**src/rtl/core/gls_pkg.sv**
```systemverilog
package gls_pkg;

  // default coordinate width of the start and end fields
  localparam int unsigned CoordBitsDef = 8;

  // fixed widths of the map size registers and the emitted points
  localparam int unsigned MapDimBits = 9;
  localparam int unsigned PointBits = 10;
  localparam int unsigned CfgIndexBits = 1;

  localparam logic [MapDimBits-1:0] MapWidthRst = 9'd64;
  localparam logic [MapDimBits-1:0] MapHeightRst = 9'd64;

  typedef enum logic {
    ActStart = 1'b0,
    ActStep  = 1'b1
  } action_e;

  typedef enum logic [CfgIndexBits-1:0] {
    CfgMapWidth  = 1'b0,
    CfgMapHeight = 1'b1
  } cfg_idx_e;

  // step direction along one axis, two's complement
  typedef enum logic [1:0] {
    DirZero = 2'b00,
    DirPos  = 2'b01,
    DirNeg  = 2'b11
  } dir_e;

  typedef struct packed {
    logic at_target;
    logic solid;
    logic opaque;
    logic actor;
  } stop_rules_t;

  // control part of one input item
  typedef struct packed {
    action_e     action;
    stop_rules_t rules;
    logic        solid;
    logic        opaque;
    logic        actor;
  } item_ctrl_t;

  // flags of one result item
  typedef struct packed {
    logic point_valid;
    logic last;
  } res_flags_t;

endpackage

```
**src/rtl/core/grid_line_stepper.sv**
```systemverilog
// Bresenham line stepper on a map grid with early stop. A start item (action 0) emits the
// start point, marked last when start equals end. Each step item (action 1) carries the map
// flags of the point emitted last and yields either the next point on the line or a terminal
// marker (point_valid 0, last 1) that repeats the last point; a step with no line running
// yields nothing. It takes one item per clock unless the output stalls. Items pass the input
// register, then one add and compare pass on the registered error term, into the result
// register. The user must write map_width and map_height only while idle; not enforced.
module grid_line_stepper #(
  parameter int unsigned CoordBits = gls_pkg::CoordBitsDef
) (
  input  logic                                  clk_i,
  input  logic                                  rst_ni,
  // configuration
  input  logic                                  cfg_we_i,
  input  logic [gls_pkg::CfgIndexBits-1:0]      cfg_index_i,
  input  logic [gls_pkg::MapDimBits-1:0]        cfg_wdata_i,
  // input items
  input  logic                                  in_valid_i,
  output logic                                  in_stall_o,
  input  logic                                  action_i,
  input  logic [CoordBits-1:0]                  start_x_i,
  input  logic [CoordBits-1:0]                  start_y_i,
  input  logic [CoordBits-1:0]                  end_x_i,
  input  logic [CoordBits-1:0]                  end_y_i,
  input  logic                                  stop_at_target_i,
  input  logic                                  stop_on_solid_i,
  input  logic                                  stop_on_opaque_i,
  input  logic                                  stop_on_actor_i,
  input  logic                                  cell_solid_i,
  input  logic                                  cell_opaque_i,
  input  logic                                  cell_actor_i,
  // result items
  output logic                                  out_valid_o,
  input  logic                                  out_stall_i,
  output logic signed [gls_pkg::PointBits-1:0]  point_x_o,
  output logic signed [gls_pkg::PointBits-1:0]  point_y_o,
  output logic                                  point_valid_o,
  output logic                                  last_o
);

  logic [gls_pkg::MapDimBits-1:0] map_width_q, map_height_q;

  gls_pkg::item_ctrl_t  in_ctrl, s1_ctrl;
  logic                 s1_valid, adv;
  logic [CoordBits-1:0] s1_start_x, s1_start_y, s1_end_x, s1_end_y;
  logic                 out_free, res_we;
  logic [gls_pkg::PointBits-1:0] res_x, res_y;
  gls_pkg::res_flags_t  res_flags;

  // map size registers
  always_ff @(posedge clk_i or negedge rst_ni) begin
    if (!rst_ni) begin
      map_width_q  <= gls_pkg::MapWidthRst;
      map_height_q <= gls_pkg::MapHeightRst;
    end else if (cfg_we_i) begin
      unique case (gls_pkg::cfg_idx_e'(cfg_index_i))
        gls_pkg::CfgMapWidth:  map_width_q  <= cfg_wdata_i;
        gls_pkg::CfgMapHeight: map_height_q <= cfg_wdata_i;
      endcase
    end
  end

  // pack the control fields of an item
  assign in_ctrl = '{
    action: gls_pkg::action_e'(action_i),
    rules: '{at_target: stop_at_target_i, solid: stop_on_solid_i,
             opaque: stop_on_opaque_i, actor: stop_on_actor_i},
    solid: cell_solid_i,
    opaque: cell_opaque_i,
    actor: cell_actor_i
  };

  gls_in_stage #(
    .CoordBits(CoordBits)
  ) u_in_stage (
    .clk_i      (clk_i),
    .rst_ni     (rst_ni),
    .in_valid_i (in_valid_i),
    .in_stall_o (in_stall_o),
    .start_x_i  (start_x_i),
    .start_y_i  (start_y_i),
    .end_x_i    (end_x_i),
    .end_y_i    (end_y_i),
    .ctrl_i     (in_ctrl),
    .adv_i      (adv),
    .valid_o    (s1_valid),
    .start_x_o  (s1_start_x),
    .start_y_o  (s1_start_y),
    .end_x_o    (s1_end_x),
    .end_y_o    (s1_end_y),
    .ctrl_o     (s1_ctrl)
  );

  gls_step_unit #(
    .CoordBits(CoordBits)
  ) u_step_unit (
    .clk_i        (clk_i),
    .rst_ni       (rst_ni),
    .valid_i      (s1_valid),
    .start_x_i    (s1_start_x),
    .start_y_i    (s1_start_y),
    .end_x_i      (s1_end_x),
    .end_y_i      (s1_end_y),
    .ctrl_i       (s1_ctrl),
    .map_width_i  (map_width_q),
    .map_height_i (map_height_q),
    .out_free_i   (out_free),
    .adv_o        (adv),
    .res_we_o     (res_we),
    .res_x_o      (res_x),
    .res_y_o      (res_y),
    .res_flags_o  (res_flags)
  );

  gls_out_stage u_out_stage (
    .clk_i         (clk_i),
    .rst_ni        (rst_ni),
    .res_we_i      (res_we),
    .res_x_i       (res_x),
    .res_y_i       (res_y),
    .res_flags_i   (res_flags),
    .out_free_o    (out_free),
    .out_valid_o   (out_valid_o),
    .out_stall_i   (out_stall_i),
    .point_x_o     (point_x_o),
    .point_y_o     (point_y_o),
    .point_valid_o (point_valid_o),
    .last_o        (last_o)
  );

endmodule

```
**src/rtl/core/gls_in_stage.sv**
```systemverilog
module gls_in_stage #(
  parameter int unsigned CoordBits = gls_pkg::CoordBitsDef
) (
  input  logic                  clk_i,
  input  logic                  rst_ni,
  input  logic                  in_valid_i,
  output logic                  in_stall_o,
  input  logic [CoordBits-1:0]  start_x_i,
  input  logic [CoordBits-1:0]  start_y_i,
  input  logic [CoordBits-1:0]  end_x_i,
  input  logic [CoordBits-1:0]  end_y_i,
  input  gls_pkg::item_ctrl_t   ctrl_i,
  input  logic                  adv_i,
  output logic                  valid_o,
  output logic [CoordBits-1:0]  start_x_o,
  output logic [CoordBits-1:0]  start_y_o,
  output logic [CoordBits-1:0]  end_x_o,
  output logic [CoordBits-1:0]  end_y_o,
  output gls_pkg::item_ctrl_t   ctrl_o
);

  logic                 valid_q, valid_d;
  logic                 load;
  logic [CoordBits-1:0] start_x_q, start_y_q, end_x_q, end_y_q;
  gls_pkg::item_ctrl_t  ctrl_q;

  // hold the item while the step unit cannot take it
  assign in_stall_o = valid_q && !adv_i;
  assign load = in_valid_i && !in_stall_o;
  assign valid_d = in_stall_o ? 1'b1 : in_valid_i;

  always_ff @(posedge clk_i or negedge rst_ni) begin
    if (!rst_ni) begin
      valid_q <= 1'b0;
    end else begin
      valid_q <= valid_d;
    end
  end

  // payload capture on a transfer
  always_ff @(posedge clk_i) begin
    if (load) begin
      start_x_q <= start_x_i;
      start_y_q <= start_y_i;
      end_x_q   <= end_x_i;
      end_y_q   <= end_y_i;
      ctrl_q    <= ctrl_i;
    end
  end

  assign valid_o   = valid_q;
  assign start_x_o = start_x_q;
  assign start_y_o = start_y_q;
  assign end_x_o   = end_x_q;
  assign end_y_o   = end_y_q;
  assign ctrl_o    = ctrl_q;

endmodule

```
**src/rtl/core/gls_step_unit.sv**
```systemverilog
module gls_step_unit #(
  parameter int unsigned CoordBits = gls_pkg::CoordBitsDef
) (
  input  logic                                clk_i,
  input  logic                                rst_ni,
  input  logic                                valid_i,
  input  logic [CoordBits-1:0]                start_x_i,
  input  logic [CoordBits-1:0]                start_y_i,
  input  logic [CoordBits-1:0]                end_x_i,
  input  logic [CoordBits-1:0]                end_y_i,
  input  gls_pkg::item_ctrl_t                 ctrl_i,
  input  logic [gls_pkg::MapDimBits-1:0]      map_width_i,
  input  logic [gls_pkg::MapDimBits-1:0]      map_height_i,
  input  logic                                out_free_i,
  output logic                                adv_o,
  output logic                                res_we_o,
  output logic [gls_pkg::PointBits-1:0]       res_x_o,
  output logic [gls_pkg::PointBits-1:0]       res_y_o,
  output gls_pkg::res_flags_t                 res_flags_o
);

  localparam int unsigned CurW =
    ((CoordBits > gls_pkg::MapDimBits) ? CoordBits : gls_pkg::MapDimBits) + 2;
  localparam int unsigned TwW = CoordBits + 1;
  localparam int unsigned ErrW = CoordBits + 3;

  // line state
  logic                   active_q, active_d;
  logic [CurW-1:0]        cur_x_q, cur_x_d, cur_y_q, cur_y_d;
  logic [CoordBits-1:0]   origin_x_q, origin_x_d, origin_y_q, origin_y_d;
  logic [CoordBits-1:0]   target_x_q, target_x_d, target_y_q, target_y_d;
  gls_pkg::dir_e          dir_x_q, dir_x_d, dir_y_q, dir_y_d;
  logic [TwW-1:0]         tdx_q, tdx_d, tdy_q, tdy_d;
  logic [ErrW-1:0]        err_q, err_d;
  logic                   x_major_q, x_major_d;
  gls_pkg::stop_rules_t   rules_q, rules_d;

  logic                   fire;
  logic                   is_start;

  // start item terms
  logic [CoordBits:0]     diff_x, diff_y, neg_x, neg_y;
  logic [CoordBits-1:0]   abs_x, abs_y;
  gls_pkg::dir_e          new_dir_x, new_dir_y;
  logic [TwW-1:0]         new_tdx, new_tdy;
  logic                   new_x_major;
  logic [ErrW-1:0]        new_err;
  logic                   same_point;

  // step item terms
  logic                   at_target, at_origin, off_map, stop;
  gls_pkg::dir_e          major_dir;
  logic                   err_pos, minor_go;
  logic [TwW-1:0]         tw_major, tw_minor;
  logic [ErrW-1:0]        err_step;
  logic [CurW-1:0]        dx_ext, dy_ext;

  assign adv_o = out_free_i;
  assign fire = valid_i && out_free_i;
  assign is_start = (ctrl_i.action == gls_pkg::ActStart);

  // endpoint deltas, directions and doubled magnitudes
  assign diff_x = {1'b0, end_x_i} - {1'b0, start_x_i};
  assign diff_y = {1'b0, end_y_i} - {1'b0, start_y_i};
  assign neg_x = ~diff_x + 1'b1;
  assign neg_y = ~diff_y + 1'b1;
  assign abs_x = diff_x[CoordBits] ? neg_x[CoordBits-1:0] : diff_x[CoordBits-1:0];
  assign abs_y = diff_y[CoordBits] ? neg_y[CoordBits-1:0] : diff_y[CoordBits-1:0];
  assign new_dir_x = (diff_x == '0) ? gls_pkg::DirZero :
                     (diff_x[CoordBits] ? gls_pkg::DirNeg : gls_pkg::DirPos);
  assign new_dir_y = (diff_y == '0) ? gls_pkg::DirZero :
                     (diff_y[CoordBits] ? gls_pkg::DirNeg : gls_pkg::DirPos);
  assign new_tdx = {abs_x, 1'b0};
  assign new_tdy = {abs_y, 1'b0};
  assign new_x_major = (abs_x >= abs_y);
  assign new_err = new_x_major ? (ErrW'(new_tdy) - ErrW'(abs_x))
                               : (ErrW'(new_tdx) - ErrW'(abs_y));
  assign same_point = (start_x_i == end_x_i) && (start_y_i == end_y_i);

  // stop test on the point emitted last
  assign at_target = x_major_q ? (cur_x_q == CurW'(target_x_q))
                               : (cur_y_q == CurW'(target_y_q));
  assign at_origin = (cur_x_q == CurW'(origin_x_q)) && (cur_y_q == CurW'(origin_y_q));
  assign off_map = cur_x_q[CurW-1] || cur_y_q[CurW-1] ||
                   (cur_x_q >= CurW'(map_width_i)) || (cur_y_q >= CurW'(map_height_i));
  assign stop = (at_target && rules_q.at_target) || off_map ||
                (ctrl_i.solid && rules_q.solid) ||
                (ctrl_i.opaque && rules_q.opaque) ||
                (ctrl_i.actor && rules_q.actor && !at_origin);

  // error term update, ties step the minor axis on a positive major step
  assign major_dir = x_major_q ? dir_x_q : dir_y_q;
  assign err_pos = !err_q[ErrW-1] && (err_q != '0);
  assign minor_go = err_pos || ((err_q == '0) && (major_dir == gls_pkg::DirPos));
  assign tw_major = x_major_q ? tdx_q : tdy_q;
  assign tw_minor = x_major_q ? tdy_q : tdx_q;
  assign err_step = err_q + ErrW'(tw_minor) - (minor_go ? ErrW'(tw_major) : '0);
  assign dx_ext = {{(CurW-2){dir_x_q[1]}}, dir_x_q};
  assign dy_ext = {{(CurW-2){dir_y_q[1]}}, dir_y_q};

  // next state and result
  always_comb begin
    active_d    = active_q;
    cur_x_d     = cur_x_q;
    cur_y_d     = cur_y_q;
    origin_x_d  = origin_x_q;
    origin_y_d  = origin_y_q;
    target_x_d  = target_x_q;
    target_y_d  = target_y_q;
    dir_x_d     = dir_x_q;
    dir_y_d     = dir_y_q;
    tdx_d       = tdx_q;
    tdy_d       = tdy_q;
    err_d       = err_q;
    x_major_d   = x_major_q;
    rules_d     = rules_q;
    res_we_o    = 1'b0;
    res_flags_o = '{point_valid: 1'b1, last: 1'b0};
    if (fire && is_start) begin
      origin_x_d = start_x_i;
      origin_y_d = start_y_i;
      target_x_d = end_x_i;
      target_y_d = end_y_i;
      rules_d    = ctrl_i.rules;
      cur_x_d    = CurW'(start_x_i);
      cur_y_d    = CurW'(start_y_i);
      res_we_o   = 1'b1;
      if (same_point) begin
        active_d         = 1'b0;
        res_flags_o.last = 1'b1;
      end else begin
        dir_x_d   = new_dir_x;
        dir_y_d   = new_dir_y;
        tdx_d     = new_tdx;
        tdy_d     = new_tdy;
        x_major_d = new_x_major;
        err_d     = new_err;
        active_d  = 1'b1;
      end
    end else if (fire && active_q) begin
      res_we_o = 1'b1;
      if (stop) begin
        active_d    = 1'b0;
        res_flags_o = '{point_valid: 1'b0, last: 1'b1};
      end else begin
        err_d = err_step;
        if (x_major_q || minor_go) begin
          cur_x_d = cur_x_q + dx_ext;
        end
        if (!x_major_q || minor_go) begin
          cur_y_d = cur_y_q + dy_ext;
        end
      end
    end
  end

  assign res_x_o = cur_x_d[gls_pkg::PointBits-1:0];
  assign res_y_o = cur_y_d[gls_pkg::PointBits-1:0];

  always_ff @(posedge clk_i or negedge rst_ni) begin
    if (!rst_ni) begin
      active_q   <= 1'b0;
      cur_x_q    <= '0;
      cur_y_q    <= '0;
      origin_x_q <= '0;
      origin_y_q <= '0;
      target_x_q <= '0;
      target_y_q <= '0;
      dir_x_q    <= gls_pkg::DirZero;
      dir_y_q    <= gls_pkg::DirZero;
      tdx_q      <= '0;
      tdy_q      <= '0;
      err_q      <= '0;
      x_major_q  <= 1'b0;
      rules_q    <= '0;
    end else begin
      active_q   <= active_d;
      cur_x_q    <= cur_x_d;
      cur_y_q    <= cur_y_d;
      origin_x_q <= origin_x_d;
      origin_y_q <= origin_y_d;
      target_x_q <= target_x_d;
      target_y_q <= target_y_d;
      dir_x_q    <= dir_x_d;
      dir_y_q    <= dir_y_d;
      tdx_q      <= tdx_d;
      tdy_q      <= tdy_d;
      err_q      <= err_d;
      x_major_q  <= x_major_d;
      rules_q    <= rules_d;
    end
  end

  // a result is only produced when the output register can take it
  assert property (@(posedge clk_i) disable iff (!rst_ni) res_we_o |-> out_free_i)
    else $error("result written while output register is full");

  // a terminal marker always ends the line
  assert property (@(posedge clk_i) disable iff (!rst_ni)
    (res_we_o && !res_flags_o.point_valid) |-> res_flags_o.last)
    else $error("terminal marker without last");

  // after the last result no line is running
  assert property (@(posedge clk_i) disable iff (!rst_ni)
    (res_we_o && res_flags_o.last) |=> !active_q)
    else $error("line still running after last result");

  // every new point of a running line moves along the major axis
  assert property (@(posedge clk_i) disable iff (!rst_ni)
    (res_we_o && !is_start && res_flags_o.point_valid) |=>
      (x_major_q ? (cur_x_q != $past(cur_x_q)) : (cur_y_q != $past(cur_y_q))))
    else $error("step did not advance the major coordinate");

endmodule

```
**src/rtl/core/gls_out_stage.sv**
```systemverilog
module gls_out_stage (
  input  logic                            clk_i,
  input  logic                            rst_ni,
  input  logic                            res_we_i,
  input  logic [gls_pkg::PointBits-1:0]   res_x_i,
  input  logic [gls_pkg::PointBits-1:0]   res_y_i,
  input  gls_pkg::res_flags_t             res_flags_i,
  output logic                            out_free_o,
  output logic                            out_valid_o,
  input  logic                            out_stall_i,
  output logic signed [gls_pkg::PointBits-1:0] point_x_o,
  output logic signed [gls_pkg::PointBits-1:0] point_y_o,
  output logic                            point_valid_o,
  output logic                            last_o
);

  logic                          valid_q, valid_d;
  logic [gls_pkg::PointBits-1:0] x_q, y_q;
  gls_pkg::res_flags_t           flags_q;

  // free when empty or when the held result leaves this cycle
  assign out_free_o = !valid_q || !out_stall_i;
  assign valid_d = res_we_i || (valid_q && out_stall_i);

  always_ff @(posedge clk_i or negedge rst_ni) begin
    if (!rst_ni) begin
      valid_q <= 1'b0;
    end else begin
      valid_q <= valid_d;
    end
  end

  // result payload
  always_ff @(posedge clk_i) begin
    if (res_we_i) begin
      x_q     <= res_x_i;
      y_q     <= res_y_i;
      flags_q <= res_flags_i;
    end
  end

  assign out_valid_o   = valid_q;
  assign point_x_o     = x_q;
  assign point_y_o     = y_q;
  assign point_valid_o = flags_q.point_valid;
  assign last_o        = flags_q.last;

endmodule
```
**config.mk**
```make
export PLATFORM = sky130hd
export DESIGN_NAME = grid_line_stepper
export DESIGN_NICKNAME = d
export VERILOG_FILES = /design/src/rtl/core/gls_pkg.sv /design/src/rtl/core/grid_line_stepper.sv /design/src/rtl/core/gls_in_stage.sv /design/src/rtl/core/gls_step_unit.sv /design/src/rtl/core/gls_out_stage.sv
export SDC_FILE = /design/constraint.sdc
export NUM_CORES = 1
export LEC_CHECK = 0
export BUFFER_PORTS_ARGS = -buffer_cell sky130_fd_sc_hd__buf_2
export CAP_MARGIN = 20
export CELL_PAD_IN_SITES_DETAIL_PLACEMENT = 1
export CELL_PAD_IN_SITES_GLOBAL_PLACEMENT = 2
export CORE_MARGIN = 2
export CORE_UTILIZATION = 40
export CTS_CLUSTER_SIZE = 12
export DETAILED_ROUTE_END_ITERATION = 16
export PLACE_DENSITY = 0.8
export REMOVE_ABC_BUFFERS = 1
export SLEW_MARGIN = 10
export SYNTH_ARGS = -nofsm -noshare
export SYNTH_HDL_FRONTEND = slang
export SYNTH_HIERARCHICAL = 1
export SYNTH_SLANG_ARGS = --single-unit
```
**constraint.sdc**
```tcl
create_clock -name clk_i -period 5.16 [get_ports clk_i]
set_clock_uncertainty 0.1 [all_clocks]
set_input_delay 0.516 -clock clk_i [delete_from_list [all_inputs] [get_ports clk_i]]
set_output_delay 0.516 -clock clk_i [all_outputs]
set_load 0.02 [all_outputs]
```
# After elaboration in Yosys (flattened, before gate mapping)
# Index checks and enable logic that the tools add are counted.
dict set report classes {
  addsub 10
  reduce_logical 50
  n_eq_ne 9
  n_mux 35
  n_lt_le_gt_ge 3
  bitwise_logic 6
}
# cell count
set ops {}
lappend ops {{$mux W11} 13}
lappend ops {{$eq A11 B8 Y1} 4}
lappend ops {{$mux W9} 3}
lappend ops {{$add A11 B11 Y11} 2}
lappend ops {{$ge A11 B9 Y1} 2}
lappend ops {{$sub A9 B8 Y10} 2}
lappend ops {{$logic_not A9 Y1} 2}
lappend ops {{$sub A8 B8 Y9} 2}
lappend ops {{$add A8 B1 Y8 const B} 2}
lappend ops {{$eq A8 B8 Y1} 2}
lappend ops {{$mux W8} 2}
lappend ops {{$not A8 Y8} 2}
lappend ops {{$logic_and A1 B1 Y1} 15}
lappend ops {{$logic_or A1 B1 Y1} 12}
lappend ops {{$mux W2} 6}
lappend ops {{$add A11 B9 Y11} 1}
lappend ops {{$logic_not A11 Y1} 1}
lappend ops {{$mux W1} 11}
lappend ops {{$reduce_bool A11 Y1} 1}
lappend ops {{$sub A11 B11 Y11} 1}
lappend ops {{$reduce_and A3 Y1} 3}
lappend ops {{$ge A8 B8 Y1} 1}
lappend ops {{$reduce_and A2 Y1} 4}
lappend ops {{$reduce_bool A2 Y1} 4}
lappend ops {{other kinds (5)} 15}
dict set report totals {
  register_bits 173
  in_bits 55
  elab_cells 152
  output_inout_bits 24
}

# Logic depth before layout (Yosys ltp)
dict set report depth {
  ltp_word 10
  mapped_depth 20
  depth_no_buf 20
}

# Modules after synthesis
# Netlist, hierarchy kept.
# mod cells_per_inst seq_area_each_um2 area_each_um2 instances
set by_module_without_submodules {}
lappend by_module_without_submodules {gls_step_unit 962 2277.2 8269.2 1}
lappend by_module_without_submodules {gls_in_stage 45 1226.2 1258.7 1}
lappend by_module_without_submodules {gls_out_stage 25 685.7 696.9 1}
lappend by_module_without_submodules {grid_line_stepper 39 452.9 686.9 1}

# Worst setup path after synthesis
# OpenSTA, ideal clock, no wires.
dict set report synth_timing {
  path_type {register to register}
  from {reg u_in_stage.end_y_q[0], in the netlist u_in_stage/end_y_o[0]}
  to {reg u_step_unit.err_q[7]}
  setup_time_ns 0.082
  period_less_slack_ns 4.441
  stages_incl_launch_ff 19
  required_time_ns 4.978
  t_arrival_ns 4.259
  path_slack_ns 0.719
  n_path_buf 0
  path_cell_list {edfxtp_1 -> inv_1 -> ha_1 -> inv_1 -> fa_1 -> a211oi_2 -> nor3_1 -> nor3_4 -> mux2i_1 -> ha_1 -> a21o_1 -> a21oi_1 -> o21bai_1 -> a21oi_1 -> o21ai_0 -> xnor2_1 -> mux2_2 -> a311o_1 -> o22ai_1}
}
dict set report synth_via {
  elab_chain_cells 8
  elab_cells_between_ends 14
  cone_classes {4 x add/sub; 1 x order compare; 2 x eq/ne; 4 x mux; 1 x bitwise; 2 x reduce/logical}
}
# element line_no
set synth_lines {}
lappend synth_lines {{from (decl)} gls_in_stage.sv:24} ;# logic [CoordBits-1:0] start_x_q, start_y_q, end_x_q, end_y_q;
lappend synth_lines {{from (signal assigned)} gls_in_stage.sv:46} ;# end_y_q <= end_y_i;
lappend synth_lines {{$sub A8 B8 Y9} gls_step_unit.sv:64} ;# assign diff_y = {1'b0, end_y_i} - {1'b0, start_y_i};
lappend synth_lines {{$not A8 Y8} gls_step_unit.sv:66} ;# assign neg_y = ~diff_y + 1'b1;
lappend synth_lines {{$add A8 B1 Y8} gls_step_unit.sv:66}
lappend synth_lines {{$mux W8} gls_step_unit.sv:68} ;# assign abs_y = diff_y[CoordBits] ? neg_y[CoordBits-1:0] : diff_y[CoordBits-1:0];
lappend synth_lines {{$sub A9 B8 Y10 (tied with other cells)} gls_step_unit.sv:77} ;# : (ErrW'(new_tdx) - ErrW'(abs_y));
lappend synth_lines {{$mux W11} gls_step_unit.sv:76} ;# assign new_err = new_x_major ? (ErrW'(new_tdy) - ErrW'(abs_x))
lappend synth_lines {{$mux W11} gls_step_unit.sv:128} ;# if (same_point) begin
lappend synth_lines {{$mux W11} gls_step_unit.sv:119} ;# if (fire && is_start) begin
lappend synth_lines {{to (signal assigned)} gls_step_unit.sv:188} ;# err_q <= err_d;
lappend synth_lines {{to (decl)} gls_step_unit.sv:34} ;# logic [ErrW-1:0] err_q, err_d;
# Parallel ways exist; a longest one is shown, timed or not. The select of a mux whose other input is x is not followed.
# A chain may end at the register's enable or synchronous reset.

# Worst setup path in the final report
# Ends and elaborated chain as after synthesis.

==> summary.md <==
| Metric | Value |
|---|---|
| Count of final hold-check violations | 0 |
| Synthesized area | 10900 um^2 |
| Syn. warnings | 6 |
| Reg-to-reg endpoint | u_step_unit/err_q[7] |
| Most common cell after layout, fill and taps aside | nand2_1 |
| Sequential-to-total area share from yosys stat | 42.5% |
| Slowest cell on the critical path | fa_1 |
| DP Wirelength | 22000 um |
| Fin. max-slew vios | 0 |
| First drt pass iteration count | 4 |
| Post-route ant nets | 0 |
| Cell Chain, Critical Path | inv_1 -> ha_1 -> inv_1 -> fa_1 -> a211oi_2 -> nor3_1 -> nor3_4 -> mux2i_4 -> ha_1 -> a21o_1 -> a21oi_1 -> o21bai_1 -> a21oi_1 -> o21ai_0 -> xnor2_1 -> mux2_2 -> a311o_1 -> o22ai_1 |
| Latest clock arrival within the worst-skew pair | ~0.44 ns |
| Post-route core utilization | 45.4% |
| Row Count | 60 |
| Clock buffer depth | 2 |
| Syn_area_per_cell | 10.2 um^2 |
| Fraction of layout cells with a size suffix above 1 | 17.1% |
| Crit path buffers/inverters | 2 |
| Die Area | 28600 um^2 |
| Clk sink count | 173 |
| Status | finished, final reports clean |
| CP delay by family, top | compound AO/OA/AOI/OAI gates |
| Setup crit end kind | flip-flop |
| Main flop type after synthesis | dfrtp_1 |
| Diode count | 0 |
| Reg-to-reg startpoint | u_in_stage/end_y_o[0] |
| Synth area leader | dfrtp_1 |
| Setup-failing EPs final | 0 |
| Worst Path Max Fanout | 5 |
| Vias in the first global route | 8363 |
| Die Y | 169 um |
| Fmax | 0.209 GHz |
| Final WL | 29400 um |
| Setup TNS | 0 ns |
| Die span in x | 169 um |
| Core Region | 26900 um^2 |
| Routability Congestion | a little over 0.8 |
| CP arrival | 5.04 ns |
| DR vias/cell | 5.34 |
| Share of the synthesized area in the top cell type | 25.0% |
| Area Overhead vs Synth | 11.8% |
| Period Utilization, post-route | 92.9% |
| Pwr/cell area | 681 nW/um^2 |
| GRT Resource Usage Total | 21.6% |
| DRT iter0 DRCs | 408 |
| RSZ-0062 raised after global routing | false |
| Nets | 1289 |
| CTS root buffer | clkbuf_16 |
| CP Class | flip-flop to flip-flop |
| Gr ovfl total | 0 |
| #FFs+latches synth | 173 |
| Clk slew on worst S/H paths | roughly 0.070 ns |
| Initial antenna violation count | 0 |
| Detailed-route via count | around 8k |
| R2R setup slack | around 0.37 ns |
| First-pass GRT wire length | 47200 um |
| CP startpoint kind | flip-flop |
| CTS Buf Count | 17 |
| Max VDD drop | 0.000297 V |
| Ys async rst share | 64.2% |
| Worst-Margin Slew | 0.999 ns |
| Number of synthesized flops with an enable pin | 62 |
| Max incr delay on CP | 0.47 ns |
| Final min period | between 4 and 5 ns |
| DP Area | 11600 um^2 |
| IO Count | 79 |
| Synth unique cells | 89 |
| Max-capacitance violation count | 0 |
| DRC Markers | 0 |
| Commonest non-fill, non-tap cells in the layout | 153 x nand2_1, 109 x dfrtp_1, 106 x inv_1 |
| Port bufs | 78 |
| Pin count of the biggest net entering global routing | 71 |
| CTS H-tree depth | 4 |
| Design area | 12200 um^2 |
| CTS tree | done |
| Leakage | 5.69 nW |
| Worst Path Required | around 5.4 ns |
| Mapped Cells | 1071 |
| HP Class | primary input to asynchronous set/reset pin |
| Initial Util | around 40% |
| R2R cell count | 18 |
| Worst slew margin | 33.4% |
| WL/cell | 19.7 um |
| Synth top area cells | dfrtp_1 25%, edfxtp_1 17%, ha_1 9.4%, nand2_1 5.3%, xnor2_1 3.8% |
==> cells in the mapped netlist, drive strengths merged, types with 4 or more instances <==
| cell | n |
|---|---|
| o2111ai | 4 |
| xor2 | 38 |
| or3 | 5 |
| a211oi | 6 |
| nand2b | 9 |
| nand2 | 156 |
| and2 | 4 |
| a21oi | 43 |
| nand4 | 11 |
| o31ai | 4 |
| fa | 15 |
| nor2 | 45 |
| edfxtp | 62 |
| inv | 107 |
| nor3 | 14 |
| nor4 | 13 |
| mux2i | 41 |
| a21boi | 6 |
| buf | 30 |
| dfrtp | 109 |
| clkbuf | 21 |
| ha | 82 |
| xnor2 | 50 |
| maj3 | 4 |
| o21bai | 5 |
| mux2 | 21 |
| nand3 | 14 |
| nor2b | 8 |
| o21ai | 67 |
| a21o | 20 |
| a31oi | 6 |
==> per-layer routing <==
metal / vias to the layer above / routed length, um / global-route usage, %
met2: 124 / 13800 / 35.7
met1: 4011 / 14400 / 30.3
li1: 3811 / - / -
met4: 0 / 397 / 5.50
met3: 18 / 730 / 2.73
met5: - / 0 / 0
==> worst max path at each step <==
stage               slack [ns]                  start                    to  cells past startpoint
floorplan                 0.72  u_in_stage/end_y_o[0]  u_step_unit/err_q[7]                     18
global placement          0.46  u_in_stage/end_y_o[0]  u_step_unit/err_q[7]                     18
detailed placement        0.23  u_in_stage/end_y_o[0]  u_step_unit/err_q[7]                     18
CTS                       0.23  u_in_stage/end_y_o[0]  u_step_unit/err_q[7]                     18
global route             0.003  u_in_stage/end_y_o[0]  u_step_unit/err_q[7]                     18
finish                    0.37  u_in_stage/end_y_o[0]  u_step_unit/err_q[7]                     18
==> cells by family after synthesis <==
| group | count (synthesis) | share of synthesized area [%] |
|---|---|---|
| muxes | 62 | 5.93 |
| and+or+nand+nor | 293 | 12.6 |
| adders and majority gates | 101 | 12.6 |
| buffers and inverters | 158 | 6.59 |
| DFF | 173 | 42.5 |
| xor gates and xnor gates | 89 | 7.91 |
| AOI/OAI and AO/OA | 195 | 11.9 |
==> area by class of cell <==
| type | count | area (um^2) |
|---|---|---|
| clock buffers | 21 | 472 |
| clock inverters | 11 | 118 |
| fillers | 3021 | 14700 |
| inverters | 107 | 402 |
| multi-input cells | 740 | 5600 |
| flip-flops and latches | 173 | 4640 |
| well taps | 341 | 427 |
| repair buffers | 98 | 543 |
==> state kept, by name, summed over array words and instances (netlist names), 9 cells and up <==
signal and cells:
u_step_unit/cur_y_q 11, u_step_unit/cur_x_q 11, map_height_q 9, map_width_q 9, u_out_stage/point_x_o 10, u_step_unit/err_q 11
u_out_stage/point_y_o 10
==> through the flow <==
step | hold slack [ns] | total power, mW | instances | worst slack (ns)
global placement | 0.330 | 6.85 | 1458 | 0.459
detailed placement | 0.332 | 6.98 | 1458 | 0.228
CTS | 0.129 | 8.35 | 1490 | 0.226
finish | 0.137 | 8.31 | 1491 | 0.369
floorplan | 0.120 | 5.67 | 1020 | 0.717
global route | 0.131 | 9.08 | 1491 | 0.00287
==> power by group <==
group	internal [mW]	switching, mW	leakage, nW
clock	0.722	0.593	0.291
sequential	1.85	0.399	1.95
combinational	2.08	2.67	3.45
==> what timing repair did <==
action,in CTS,in global routing
hold buffers,0,0
gates resized for setup,0,5
endpoints found under the setup margin,0,1
setup buffers,0,1
(Power assumes the default switching activity.)
